--- config.mk ---
export PLATFORM = sky130hd
export DESIGN_NAME = atomic_memory_operation_unit_top
export DESIGN_NICKNAME = d
export VERILOG_FILES = /design/src/rtl/amou_pkg.sv /design/src/rtl/atomic_memory_operation_unit_top.sv /design/src/rtl/amou_exec.sv /design/src/rtl/amou_resv.sv
export SDC_FILE = /design/constraint.sdc
export NUM_CORES = 1
export LEC_CHECK = 0
export BUFFER_PORTS_ARGS = -buffer_cell sky130_fd_sc_hd__buf_4
export CAP_MARGIN = 20
export CORE_MARGIN = 10
export CORE_UTILIZATION = 29
export DETAILED_ROUTE_END_ITERATION = 16
export PLACE_DENSITY = 0.54
export SLEW_MARGIN = 30
export SYNTH_ARGS = -nofsm -noshare
export SYNTH_HDL_FRONTEND = slang
export SYNTH_SLANG_ARGS = --single-unit
--- constraint.sdc ---
create_clock -name clk -period 15.8 [get_ports clk]
set_input_delay 1.58 -clock clk [delete_from_list [all_inputs] [get_ports clk]]
set_output_delay 1.58 -clock clk [all_outputs]
set_load 0.03 [all_outputs]
--- src/rtl/amou_pkg.sv ---
// Types and constants shared by the atomic memory operation unit.
package amou_pkg;

    localparam int XLEN      = 64;
    localparam int HALF      = 32;
    localparam int MODE_W    = 4;
    localparam int STATUS_W  = 2;

    typedef logic [MODE_W-1:0]   mode_t;
    typedef logic [STATUS_W-1:0] status_t;
    typedef logic [XLEN-1:0]     word_t;

    // Operation codes.
    localparam mode_t MODE_ADD  = 4'd0;
    localparam mode_t MODE_SWAP = 4'd1;
    localparam mode_t MODE_LR   = 4'd2;
    localparam mode_t MODE_SC   = 4'd3;
    localparam mode_t MODE_XOR  = 4'd4;
    localparam mode_t MODE_OR   = 4'd5;
    localparam mode_t MODE_AND  = 4'd6;
    localparam mode_t MODE_MIN  = 4'd7;
    localparam mode_t MODE_MAX  = 4'd8;
    localparam mode_t MODE_MINU = 4'd9;
    localparam mode_t MODE_MAXU = 4'd10;

    // Status codes.
    localparam status_t ST_OK         = 2'd0;
    localparam status_t ST_MISALIGNED = 2'd1;
    localparam status_t ST_ILLEGAL    = 2'd2;

    // One result beat.
    typedef struct packed {
        status_t status;
        logic    rd_write;
        word_t   rd_value;
        logic    store_enable;
        word_t   store_value;
    } result_t;

    // Update of the reservation register requested by one operation.
    typedef struct packed {
        logic  set;
        logic  clr;
        word_t addr;
    } resv_upd_t;

    // Sign-extend the low half of a doubleword.
    function automatic word_t sext_half(input word_t v);
        return {{(XLEN-HALF){v[HALF-1]}}, v[HALF-1:0]};
    endfunction

endpackage

--- src/rtl/atomic_memory_operation_unit_top.sv ---
// Top level of the atomic memory operation unit.
// The unit executes one RV64A atomic operation per beat and accepts a new beat in every
// cycle unless both registers are full and the result is stalled. An accepted beat is
// held in the input register, executed as it moves into the result register and
// presented from there. Both registers advance only when the stage behind them is free,
// so a stalled result holds while one more beat can still be taken into the input
// register. The single reservation is read and updated as a beat moves from the input
// register into the result register, which keeps load-reserved and store-conditional
// pairs in program order.
module atomic_memory_operation_unit_top (
    input  logic              clk,
    input  logic              rst_n,
    input  logic              in_valid,
    output logic              in_ready,
    input  amou_pkg::mode_t   mode,
    input  logic              is_double,
    input  amou_pkg::word_t   address,
    input  amou_pkg::word_t   operand_value,
    input  amou_pkg::word_t   memory_value,
    output logic              out_valid,
    input  logic              out_ready,
    output amou_pkg::status_t status,
    output logic              rd_write,
    output amou_pkg::word_t   rd_value,
    output logic              store_enable,
    output amou_pkg::word_t   store_value
);
    import amou_pkg::*;

    logic      s1_valid_reg;
    logic      s1_valid_next;
    mode_t     mode_reg;
    logic      is_double_reg;
    word_t     address_reg;
    word_t     operand_reg;
    word_t     memory_reg;
    logic      s2_valid_reg;
    logic      s2_valid_next;
    result_t   result_reg;
    result_t   exec_result;
    resv_upd_t exec_upd;
    logic      resv_valid;
    word_t     resv_address;
    logic      s2_load;
    logic      s1_load;

    // Stage handshakes.
    assign s2_load  = s1_valid_reg && (!s2_valid_reg || out_ready);
    assign in_ready = !s1_valid_reg || !s2_valid_reg || out_ready;
    assign s1_load  = in_valid && in_ready;

    always_comb
    begin
        s1_valid_next = s1_load || (s1_valid_reg && !s2_load);
        s2_valid_next = s2_load || (s2_valid_reg && !out_ready);
    end

    // Valid flags.
    always_ff @(posedge clk or negedge rst_n)
    begin
        if (!rst_n)
        begin
            s1_valid_reg <= 1'b0;
            s2_valid_reg <= 1'b0;
        end
        else
        begin
            s1_valid_reg <= s1_valid_next;
            s2_valid_reg <= s2_valid_next;
        end
    end

    // Input register.
    always_ff @(posedge clk)
    begin
        if (s1_load)
        begin
            mode_reg      <= mode;
            is_double_reg <= is_double;
            address_reg   <= address;
            operand_reg   <= operand_value;
            memory_reg    <= memory_value;
        end
    end

    amou_exec u_exec (
        .mode          (mode_reg),
        .is_double     (is_double_reg),
        .address       (address_reg),
        .operand_value (operand_reg),
        .memory_value  (memory_reg),
        .resv_valid    (resv_valid),
        .resv_address  (resv_address),
        .result        (exec_result),
        .upd           (exec_upd)
    );

    amou_resv u_resv (
        .clk          (clk),
        .rst_n        (rst_n),
        .upd_en       (s2_load),
        .upd          (exec_upd),
        .resv_valid   (resv_valid),
        .resv_address (resv_address)
    );

    // Result register.
    always_ff @(posedge clk)
    begin
        if (s2_load)
        begin
            result_reg <= exec_result;
        end
    end

    assign out_valid    = s2_valid_reg;
    assign status       = result_reg.status;
    assign rd_write     = result_reg.rd_write;
    assign rd_value     = result_reg.rd_value;
    assign store_enable = result_reg.store_enable;
    assign store_value  = result_reg.store_value;

endmodule

--- src/rtl/amou_exec.sv ---
// Combinational execution of one atomic operation.
module amou_exec (
    input  amou_pkg::mode_t     mode,
    input  logic                is_double,
    input  amou_pkg::word_t     address,
    input  amou_pkg::word_t     operand_value,
    input  amou_pkg::word_t     memory_value,
    input  logic                resv_valid,
    input  amou_pkg::word_t     resv_address,
    output amou_pkg::result_t   result,
    output amou_pkg::resv_upd_t upd
);
    import amou_pkg::*;

    logic  illegal;
    logic  misaligned;
    word_t a;
    word_t b;
    logic  slt;
    logic  ult;
    logic  hit;
    word_t res;

    // Operand preparation and compares.
    always_comb
    begin
        illegal    = (mode > MODE_MAXU);
        misaligned = is_double ? (address[2:0] != 3'd0) : (address[1:0] != 2'd0);
        a          = is_double ? memory_value : sext_half(memory_value);
        b          = is_double ? operand_value : sext_half(operand_value);
        // Word operands are sign-extended, so one 64-bit signed compare serves both sizes.
        slt        = ($signed(a) < $signed(b));
        ult        = is_double ? (a < b) : (a[HALF-1:0] < b[HALF-1:0]);
        hit        = resv_valid && (resv_address == address);
    end

    // Read-modify-write value.
    always_comb
    begin
        unique case (mode)
            MODE_ADD:  res = a + b;
            MODE_XOR:  res = a ^ b;
            MODE_OR:   res = a | b;
            MODE_AND:  res = a & b;
            MODE_MIN:  res = slt ? a : b;
            MODE_MAX:  res = slt ? b : a;
            MODE_MINU: res = ult ? a : b;
            MODE_MAXU: res = ult ? b : a;
            default:   res = b;
        endcase
    end

    // Result and reservation update.
    always_comb
    begin
        result.status       = ST_OK;
        result.rd_write     = 1'b0;
        result.rd_value     = '0;
        result.store_enable = 1'b0;
        result.store_value  = '0;
        upd.set             = 1'b0;
        upd.clr             = 1'b0;
        upd.addr            = address;
        priority if (illegal)
        begin
            result.status = ST_ILLEGAL;
        end
        else if (misaligned)
        begin
            result.status = ST_MISALIGNED;
        end
        else if (mode == MODE_LR)
        begin
            result.rd_write = 1'b1;
            result.rd_value = a;
            upd.set         = 1'b1;
        end
        else if (mode == MODE_SC)
        begin
            upd.clr             = 1'b1;
            result.rd_write     = 1'b1;
            result.rd_value     = hit ? '0 : word_t'(1);
            result.store_enable = hit;
            if (hit)
            begin
                result.store_value = is_double ? operand_value
                                               : {{(XLEN-HALF){1'b0}}, operand_value[HALF-1:0]};
            end
        end
        else
        begin
            result.rd_write     = 1'b1;
            result.rd_value     = a;
            result.store_enable = 1'b1;
            result.store_value  = is_double ? res : {{(XLEN-HALF){1'b0}}, res[HALF-1:0]};
        end
    end

endmodule

--- src/rtl/amou_resv.sv ---
// Single load-reserved reservation register.
module amou_resv (
    input  logic                clk,
    input  logic                rst_n,
    input  logic                upd_en,
    input  amou_pkg::resv_upd_t upd,
    output logic                resv_valid,
    output amou_pkg::word_t     resv_address
);
    import amou_pkg::*;

    logic  valid_reg;
    logic  valid_next;
    word_t addr_reg;
    word_t addr_next;

    // A load-reserved sets the reservation; a store-conditional clears it.
    always_comb
    begin
        valid_next = valid_reg;
        addr_next  = addr_reg;
        if (upd_en)
        begin
            if (upd.set)
            begin
                valid_next = 1'b1;
                addr_next  = upd.addr;
            end
            else if (upd.clr)
            begin
                valid_next = 1'b0;
            end
        end
    end

    always_ff @(posedge clk or negedge rst_n)
    begin
        if (!rst_n)
        begin
            valid_reg <= 1'b0;
            addr_reg  <= '0;
        end
        else
        begin
            valid_reg <= valid_next;
            addr_reg  <= addr_next;
        end
    end

    assign resv_valid   = valid_reg;
    assign resv_address = addr_reg;

endmodule

Yosys cells after proc, flatten, opt, wreduce, memory -nomap -nowiden
Cells that the tools add are included.
{ "word_totals": {"mem_count": 0, "out_inout_bits": 134, "latch_bits": 0, "register_bits": 396, "mem_bits_rw": 0, "mem_bits_ro": 0, "elab_cells": 77} }
{ "op_classes": {"muxes": 23, "shift": 0, "magnitude_cmp": 4, "n_reduce_logical": 22, "n_eq_ne": 10, "add_sub_neg": 1, "n_bitwise": 3, "n_mul": 0, "div_mod_pow": 0} }
{ "ops": {"columns": ["cell", "count"], "rows": [
  ["$mux W64", 9],
  ["$pmux W64 S8", 1],
  ["$mux W129", 1],
  ["$lt A64 B64 Y1", 2],
  ["$mux W65", 1],
  ["$add A64 B64 Y64", 1],
  ["$and A64 B64 Y64", 1],
  ["$eq A64 B64 Y1", 1],
  ["$or A64 B64 Y64", 1],
  ["$xor A64 B64 Y64", 1],
  ["$lt A32 B32 Y1", 1],
  ["$eq A4 B3 Y1 const B", 4],
  ["$eq A4 B4 Y1 const B", 3],
  ["$mux W1", 9],
  ["$eq A4 B2 Y1 const B", 2],
  ["$logic_and A1 B1 Y1", 5],
  ["$logic_or A1 B1 Y1", 5],
  ["$gt A4 B4 Y1 const B", 1],
  ["$logic_not A1 Y1", 4],
  ["$logic_not A4 Y1", 1],
  ["$mux W2", 2],
  ["$reduce_and A2 Y1", 2],
  ["$reduce_bool A2 Y1", 2],
  ["$reduce_bool A3 Y1", 1],
  ["other kinds (2)", 2]
]} }

Depth between registers and ports, before layout
Gate-level depths: netlist of run 1.
{ "logic_depth": {"word_depth": 8, "ltp_mapped": 22, "depth_no_buf": 17} }

Modules after synthesis
From an unflattened synthesis of run 1, not the netlist that was laid out.
{ "hier_totals": {"cells_unflattened": 2336, "area_unflattened_um2": 24502.2} }
{ "by_module_without_submodules": {"columns": ["mod", "area_each_um2", "cells_per_inst", "n_inst"], "rows": [
  ["amou_exec", 12045.3, 1861, 1],
  ["atomic_memory_operation_unit_top", 9983.3, 337, 1],
  ["amou_resv", 2473.6, 138, 1]
]} }

Worst setup path after synthesis of run 1
No wires, ideal clock.
{ "synth_timing": {"path_kind": "input port to flip-flop", "startpoint": "in out_ready", "endpoint": "reg address_reg[0] (enable)", "path_stages": 2, "required_ns": 15.219, "arrival_ns": 6.443, "slack_ns": 8.776, "cell_sequence": "nand3b_1 > and2_1"} }
{ "synth_via": {"elab_chain_len": 2} }
{ "synth_rtl": {"columns": ["item", "line_no", "source"], "rows": [
  ["start: declaration", "atomic_memory_operation_unit_top.sv:21", "input logic out_ready,"],
  ["$logic_or A1 B1 Y1", "atomic_memory_operation_unit_top.sv:49", "assign in_ready = !s1_valid_reg || !s2_valid_reg || out_ready;"],
  ["$logic_and A1 B1 Y1", "atomic_memory_operation_unit_top.sv:50", "assign s1_load = in_valid && in_ready;"],
  ["named net s1_load", "atomic_memory_operation_unit_top.sv:45", "logic s1_load;"],
  ["end signal: assignment", "atomic_memory_operation_unit_top.sv:80", "address_reg <= address;"],
  ["end: declaration", "atomic_memory_operation_unit_top.sv:34", "word_t address_reg;"]
]} }
The timed path passes the listed nets, and every way through them passes these cells.
A chain may end at the register's enable or synchronous reset.

Worst setup path in the final report of run 1
{ "layout_timing": {"startpoint": "reg is_double_reg", "endpoint": "reg result_reg, in the netlist store_value[56], data pin"} }
{ "layout_via": {"elab_chain_len": 7} }
{ "layout_rtl": {"columns": ["item", "line_no", "source"], "rows": [
  ["start: declaration", "atomic_memory_operation_unit_top.sv:33", "logic is_double_reg;"],
  ["start signal: assignment", "atomic_memory_operation_unit_top.sv:79", "is_double_reg <= is_double;"],
  ["$mux W64 (on tied branches)", "amou_exec.sv:29, amou_exec.sv:30", null],
  ["$lt A64 B64 Y1", "amou_exec.sv:33", "ult = is_double ? (a < b) : (a[HALF-1:0] < b[HALF-1:0]);"],
  ["$mux W1", "amou_exec.sv:33", null],
  ["$mux W64 (on tied branches)", "amou_exec.sv:48, amou_exec.sv:47", null],
  ["$pmux W64 S8", "amou_exec.sv:40", "unique case (mode)"],
  ["$mux W64", "amou_exec.sv:95", "result.store_value = is_double ? res : {{(XLEN-HALF){1'b0}}, res[HALF-1:0]};"],
  ["$mux W129", "amou_exec.sv:78", "else if (mode == MODE_SC)"],
  ["end signal: assignment", "atomic_memory_operation_unit_top.sv:112", "result_reg <= exec_result;"],
  ["end: declaration", "atomic_memory_operation_unit_top.sv:39", "result_t result_reg;"]
]} }
Several ways; a longest one is shown, not always the timed one.

==> flow_summary.toml, run 1 <==
[status]
outcome = "complete, no violations"

[final_layout]
final-seq-area_mm2 = 0.0116
fin_cells = 3846
num-nets-final = 3068
synthToLayoutAreaGrowth_pct = 21.1
multiInputGateArea_mm2 = 0.0118
drive_gt1_share_pct = 20.8
number_of_fill_cells = 8524

[cts]
cts_htree_levels = 2
cts_buffers = 46
cts_repair_resize_count = 0
clk_pin_slew_ns = 0.07
cts_setup_buffers = 0
tritoncts = "built"
maximum_count_of_clock_buffers_along_a_single_path = 3
root_buffer = "sky130_fd_sc_hd__clkbuf_16"
worstSkewPairLatency_ns = 0.61
cts_hold_buf = 0
cts_sinks = 396

[die]
placementRows = 106
die_w_um = 311
floorplan.die_area_mm2 = 0.0968
initial_utilization_pct = 29.3
floorplan.die.height_um = 311
floorplan.core_area_mm2 = 0.0838
ios = 335

[timing]
maxSlewHeadroom_pct = 31.8
rsz0062_at_grt = "false"
fin_crit_ns = 7.31
timing_hold_violations_final = 0
clock.fmax_mhz = 137
post-route-period-util_pct = 46.3
timing_max_transition_violations_final = 0
slew_at_the_pin_closest_to_its_max_slew_limit_ns = 1.02
fin_setup_tns_ns = 0
timing.final.setup_violations = 0
skew_ns = 0.0308

[drt]
detailroute.via_count = 19984
detail_route.wl_per_cell_um = 23.9
final_antenna_net_count = 0
avgViaCountPerCell = 5.20
number_of_detailed_route_iterations_in_the_first_pass = 6
detail_route.drc_violations = 0
drt_iter0_markers = 1792
finalWirelength_um = 91900

[critical_path]
r2r.worst_path.cells = 18
setup.worst_path.end_class = "register"
crit_end = "store_value[56]"
r2r_start = "is_double_reg"
worstReg2RegEnd = "store_value[56]"
timing.critical_path.arrival_ns = 7.62
startpoint = "is_double_reg"
critical_path_class = "reg2reg"
r2r_slack_ns = 8.49
worst_setup_path_start_kind = "register"
worstPathMaxFanout = 61
required_arrival_time_at_the_worst_endpoint_ns = 16.11

[synthesis]
synth.ff_latch_count = 396
syn-num-nets = 2792
synth.distinct_cells = 98
synth.yosys.warnings = 0
synth.avg_cell_area_um2 = 10.3
yosys_most_used_dff = "sky130_fd_sc_hd__edfxtp_1"
synth_seq_area_share_pct = 47.0
synth_edf_count = 329
post_synth_inst_count = 2398
async_reset_ff_share_pct = 16.9
mappedNetlistArea_mm2 = 0.0246

[grt]
grt_use_total_pct = 18.1
antenna_found_initial = 3
grt_pass1_wl_um = 134000
globalRoute.totalOverflow = 0
largest_net_degree_at_the_start_of_global_routing = 77
vias_in_the_first_global_route = 20226

[place]
dpl.cell_count = 3760
place_hpwl_um = 67600
port_buffers = 334
place_congestion = 0.939

[power]
leak_pwr_nw = 12.2
power.ir.vdd_worst_mv = 0.100
design_power_total_mw = 3.14
power_density_mw_per_mm2 = 106

[job]
drv_cap = 0

[worst_hold_path]
worstHoldPathType = "reg2reg"
-- layout make-up --
type / count / share of cell area [%]
clock buffer: 63 / 4.18
antenna: 1 / 0.00841
sequential: 396 / 38.8
inverter: 180 / 2.27
multi-input combinational: 1684 / 39.7
tap: 1134 / 4.77
clock inverter: 22 / 0.984
timing repair buffer: 366 / 9.26
-- stage by stage --
step	util [%]	setup WS, ns	hold slack [ns]	instance area [µm²]
after floorplan	-	8.78	0.449	24600
after global placement	33.6	8.87	0.472	28200
after detailed placement	33.6	8.72	0.483	28200
after CTS	35.5	8.70	0.486	29700
after global routing	35.5	8.16	0.498	29800
final	35.5	8.49	0.487	29800
-- where the power goes --
part	switching, mW	internal, mW	leakage, nW
logic	0.493	0.271	7.38
clock network	0.457	0.641	0.741
registers	0.0532	1.23	4.12
total	1.00	2.14	12.2
-- metal layers --
layer	wire, µm	track usage [%]
met1	39900	23.7
met3	6390	3.90
met5	27	0
met4	4060	7.74
met2	41500	28.5
-- critical path, stage by stage (launching register included) --
cell,delay [ns]
sky130_fd_sc_hd__edfxtp_1,0.40
sky130_fd_sc_hd__buf_4,0.58
sky130_fd_sc_hd__buf_4,0.55
sky130_fd_sc_hd__nor2_2,0.07
sky130_fd_sc_hd__buf_4,0.27
sky130_fd_sc_hd__a21oi_1,0.40
sky130_fd_sc_hd__ha_1,0.41
sky130_fd_sc_hd__inv_1,0.14
sky130_fd_sc_hd__a221oi_1,0.33
sky130_fd_sc_hd__nor2_1,0.10
sky130_fd_sc_hd__o31ai_1,0.51
sky130_fd_sc_hd__a21oi_1,0.22
sky130_fd_sc_hd__o311a_1,0.39
sky130_fd_sc_hd__o21ai_1,0.46
sky130_fd_sc_hd__nand3_1,0.65
sky130_fd_sc_hd__nor2_2,1.00
sky130_fd_sc_hd__o221ai_1,0.21
sky130_fd_sc_hd__a22oi_1,0.18
sky130_fd_sc_hd__o21ai_0,0.11
-- logic make-up after synthesis --
group | after synthesis | share of synthesized area (%)
buffers and inverters | 318 | 5.30
and+or+nand+nor | 611 | 12.2
xor gates and xnor gates | 106 | 3.78
muxes | 66 | 3.03
AOI/OAI and AO/OA | 708 | 18.8
DFF | 396 | 47.0
adders and majority gates | 193 | 9.85
-- worst min-delay path by stage --
| stage | startpoint | end | slack, ns | cells after the start |
|---|---|---|---|---|
| 2_1_floorplan | s1_valid_reg | out_valid | 0.45 | 1 |
| 3_3_place_gp | s1_valid_reg | out_valid | 0.47 | 1 |
| 3_5_place_dp | s1_valid_reg | out_valid | 0.48 | 1 |
| 4_1_cts | s1_valid_reg | out_valid | 0.49 | 1 |
| 5_1_grt | s1_valid_reg | out_valid | 0.50 | 1 |
| 6_report | s1_valid_reg | out_valid | 0.49 | 1 |
-- cells in the final DEF, fill, tap and decap left out, types with 8 or more instances in the layout --
master                      synthesis  final
sky130_fd_sc_hd__a211oi_1          10     10
sky130_fd_sc_hd__a21o_1            29     29
sky130_fd_sc_hd__a21oi_1          235    235
sky130_fd_sc_hd__a221oi_1          52     51
sky130_fd_sc_hd__a22oi_1           17     17
sky130_fd_sc_hd__a31oi_1           17     17
sky130_fd_sc_hd__and2_1             9      8
sky130_fd_sc_hd__buf_4              4    364
sky130_fd_sc_hd__clkbuf_1          78     14
sky130_fd_sc_hd__clkbuf_16          0     46
sky130_fd_sc_hd__dfrtp_1           67     67
sky130_fd_sc_hd__edfxtp_1         329    329
sky130_fd_sc_hd__ha_1             192    192
sky130_fd_sc_hd__inv_1            180    180
sky130_fd_sc_hd__mux2_2            61     61
sky130_fd_sc_hd__nand2_1          177    175
sky130_fd_sc_hd__nand2b_1          37     37
sky130_fd_sc_hd__nand3_1           24     23
sky130_fd_sc_hd__nand4_1           48     48
sky130_fd_sc_hd__nor2_1           197    193
sky130_fd_sc_hd__nor2b_1           18     18
sky130_fd_sc_hd__nor3_1            25     23
sky130_fd_sc_hd__nor4_1            15     15
sky130_fd_sc_hd__o211ai_1          17     17
sky130_fd_sc_hd__o21a_1             9      9
sky130_fd_sc_hd__o21ai_0          142    142
sky130_fd_sc_hd__o21ai_1           22     22
sky130_fd_sc_hd__o21bai_1          20     20
sky130_fd_sc_hd__o221ai_1          22     22
sky130_fd_sc_hd__o22ai_1           19     19
sky130_fd_sc_hd__o31ai_1           14     14
sky130_fd_sc_hd__xnor2_1           67     67
sky130_fd_sc_hd__xor2_1            39     39
-- synthesized netlist by cell type (8+ instances only) --
library cell               count  area (µm²)
sky130_fd_sc_hd__xor2_1       39         342
sky130_fd_sc_hd__o221ai_1     22         193
sky130_fd_sc_hd__o211ai_1     17         128
sky130_fd_sc_hd__nor2b_1      18         113
sky130_fd_sc_hd__a221oi_1     52         455
sky130_fd_sc_hd__nand2_1     177         664
sky130_fd_sc_hd__nor3_1       25         125
sky130_fd_sc_hd__a21oi_1     235        1180
sky130_fd_sc_hd__o21bai_1     20         150
sky130_fd_sc_hd__a211oi_1     10        75.1
sky130_fd_sc_hd__o31ai_1      14         105
sky130_fd_sc_hd__buf_2        32         160
sky130_fd_sc_hd__xnor2_1      67         587
sky130_fd_sc_hd__nor4_1       15        93.8
sky130_fd_sc_hd__mux2_2       61         687
sky130_fd_sc_hd__o21a_1        9        67.6
sky130_fd_sc_hd__ha_1        192        2400
sky130_fd_sc_hd__and2_1        9        56.3
sky130_fd_sc_hd__nand2b_1     37         231
sky130_fd_sc_hd__clkbuf_1     78         293
sky130_fd_sc_hd__edfxtp_1    329        9880
sky130_fd_sc_hd__a31oi_1      17         106
sky130_fd_sc_hd__or3_1         8        50.1
sky130_fd_sc_hd__inv_1       180         676
sky130_fd_sc_hd__a21o_1       29         218
sky130_fd_sc_hd__buf_1        16        60.1
sky130_fd_sc_hd__o21ai_1      22         110
sky130_fd_sc_hd__o21ai_0     142         711
sky130_fd_sc_hd__dfrtp_1      67        1680
sky130_fd_sc_hd__o22ai_1      19         119
sky130_fd_sc_hd__nand4_1      48         300
sky130_fd_sc_hd__nor2_1      197         739
sky130_fd_sc_hd__nand3_1      24         120
sky130_fd_sc_hd__a22oi_1      17         128
Power figures use the tool's default switching activity.
==> inputs of run 2 (changes only) <==
- clock period: 15.8 -> 7.5 ns (I/O delays scaled with it)
==> run 2 against run 1 <==
  * First-iteration DRC count is 6.6% lower
  * Core utilization is 0.10 points higher
  * Global-route usage is 0.32 points higher
  * Critical path type unchanged
  * Critical endpoint unchanged
  * Largest cell class unchanged
==> flow_summary.toml, run 2 (synthesized netlist as in run 1, its figures left out) <==
[status]
outcome = "complete, no violations"

[final_layout]
layout.cell_area.non_filler_mm2 = 0.0298
layout.core_utilization_pct = 35.6
num-nets-final = 3082
layout.cells.most_common = "sky130_fd_sc_hd__buf_4"
drive_gt1_share_pct = 21.3
layout.cells.most_common_list = "sky130_fd_sc_hd__buf_4, sky130_fd_sc_hd__edfxtp_1, sky130_fd_sc_hd__a21oi_1, sky130_fd_sc_hd__nor2_1, sky130_fd_sc_hd__ha_1"
number_of_fill_cells = 8514
synthToLayoutAreaGrowth_pct = 21.4
fin_cells = 3859

[cts]
root_buffer = "sky130_fd_sc_hd__clkbuf_16"
tritoncts = "built"
cts_htree_levels = 2
cts_buffers = 46
cts_repair_resize_count = 0
cts_hold_buf = 0
cts_sinks = 396
cts_setup_buffers = 0
worstSkewPairLatency_ns = 0.61
maximum_count_of_clock_buffers_along_a_single_path = 3
clk_pin_slew_ns = 0.06

[power]
power.switching_fraction_pct = 32.4
power.net_switching_mw = 2.13
design_power_total_mw = 6.57
power_frac_clock_pct = 34.4
leak_pwr_nw = 12.3
power.combinational.fraction_pct = 24.7
power_report.internal_total_mw = 4.44
power.ir.vdd_worst_mv = 0.169
power_density_mw_per_mm2 = 220
seq_power_share_pct = 40.9

[die]
floorplan.die_area_mm2 = 0.0968
floorplan.die.height_um = 311
floorplan.core_area_mm2 = 0.0838
die_w_um = 311
initial_utilization_pct = 29.3
placementRows = 106
ios = 335

[critical_path]
timing.critical_path.arrival_ns = 6.18
required_arrival_time_at_the_worst_endpoint_ns = 7.83
worstPathBufferInverterCount = 4
worstReg2RegEnd = "store_value[56]"
r2r.worst_path.cells = 18
r2r_slack_ns = 1.65
r2r_start = "is_double_reg"
cpPeakStageDelay_ns = 0.63
worstPathMaxFanout = 102
critical_path_class = "reg2reg"
critical-path-slowest-cell = "sky130_fd_sc_hd__nand3_1"
cpLargestDelayFamily = "compound AO/OA/AOI/OAI gates"
critical_path.cell_chain = "buf_12, nor2_2, buf_4, a21oi_1, ha_1, inv_1, a221oi_1, nor2_1, o31ai_1, nand2_1, a211oi_2, mux2i_1, nand3_1, nor2_2, buf_4, o221ai_1, a22oi_1, o21ai_0"
setup.worst_path.end_class = "register"
worst_setup_path_start_kind = "register"

[worst_hold_path]
worstHoldPathType = "in2async"

[grt]
antenna_found_initial = 5
grt_pass1_wl_um = 136000
grt_use_total_pct = 18.4
largest_net_degree_at_the_start_of_global_routing = 103
globalRoute.totalOverflow = 0
vias_in_the_first_global_route = 20409

[drt]
detail_route.wl_per_cell_um = 24.0
detail_route.drc_violations = 0
number_of_detailed_route_iterations_in_the_first_pass = 5
avgViaCountPerCell = 5.17
detailroute.via_count = 19949
final_antenna_net_count = 0
finalWirelength_um = 92600
drt_iter0_markers = 1674

[timing]
slew_at_the_pin_closest_to_its_max_slew_limit_ns = 1.03
timing.final.setup_violations = 0
fin_crit_ns = 5.85
clock.fmax_mhz = 171
skew_ns = 0.0362
worst_hold_slack_ns = 0.168
maxSlewHeadroom_pct = 31.1
post-route-period-util_pct = 78.0
final_critical_path_setup_slack_ns = 1.65
rsz0062_at_grt = "false"
timing_hold_violations_final = 0
timing_max_transition_violations_final = 0
fin_setup_tns_ns = 0

[job]
drv_cap = 0

[place]
place_hpwl_um = 68500
dp_worst_setup_slack_ns = 1.69
port_buffers = 334
dpl.cell_count = 3774
placement.cell_area_mm2 = 0.0283
place_congestion = 0.964
[run 2: cell types whose count changed in the layout (fill, tap and decap cells not counted), sizes merged]
cell and change:
buf +14, bufinv -2, clkinvlp +2, clkbuf -1, clkinv +1, inv -1
[run 2: how the worst max path moves through the flow]
stage | depth (start not counted) | to | slack [ns] | startpoint
floorplan | 2 | address_reg[0] | 1.31 | out_ready
global route | 18 | store_value[56] | 1.20 | is_double_reg
global placement | 16 | store_value[31] | 1.52 | is_double_reg
detailed placement | 18 | store_value[56] | 1.69 | is_double_reg
CTS | 18 | store_value[56] | 1.66 | is_double_reg
finish | 18 | store_value[56] | 1.65 | is_double_reg
[run 2: area by class of cell]
type | instances | area, µm² | area share [%]
Antenna cell | 1 | 2.50 | 0.00839
Clock buffer | 62 | 1240 | 4.16
Clock inverter | 22 | 251 | 0.843
Inverter | 180 | 676 | 2.26
Multi-Input combinational cell | 1684 | 11800 | 39.6
Sequential cell | 396 | 11600 | 38.7
Tap cell | 1134 | 1420 | 4.76
Timing Repair Buffer | 380 | 2880 | 9.66
[run 2: power by group through the flow]
stage | Combinational (mW) | Clock [mW] | Sequential, mW
after floorplan | 0.955 | 0 | 2.82
final | 1.62 | 2.26 | 2.69
after detailed placement | 1.62 | 0 | 2.73
after global placement | 1.62 | 0 | 2.73
after CTS | 1.62 | 2.32 | 2.69
after global routing | 1.77 | 2.40 | 2.71
[run 2: metal layers]
metal / vias up / track usage [%] / part of all wire, %
met1: 9717 / 24.1 / 44
li1: 9366 / - / -
met2: 716 / 29.5 / 46
met4: 6 / 6.25 / 3.4
met3: 144 / 4.31 / 7.3
met5: - / 0 / 0.044
[run 2: worst register-to-register path: stages, from the launching register on]
cell and delay (ns):
sky130_fd_sc_hd__edfxtp_1 0.46, sky130_fd_sc_hd__buf_12 0.27, sky130_fd_sc_hd__nor2_2 0.19, sky130_fd_sc_hd__buf_4 0.30
sky130_fd_sc_hd__a21oi_1 0.15, sky130_fd_sc_hd__ha_1 0.53, sky130_fd_sc_hd__inv_1 0.15, sky130_fd_sc_hd__a221oi_1 0.35
sky130_fd_sc_hd__nor2_1 0.08, sky130_fd_sc_hd__o31ai_1 0.46, sky130_fd_sc_hd__nand2_1 0.18, sky130_fd_sc_hd__a211oi_2 0.53
sky130_fd_sc_hd__mux2i_1 0.38, sky130_fd_sc_hd__nand3_1 0.63, sky130_fd_sc_hd__nor2_2 0.30, sky130_fd_sc_hd__buf_4 0.23
sky130_fd_sc_hd__o221ai_1 0.13, sky130_fd_sc_hd__a22oi_1 0.17, sky130_fd_sc_hd__o21ai_0 0.10
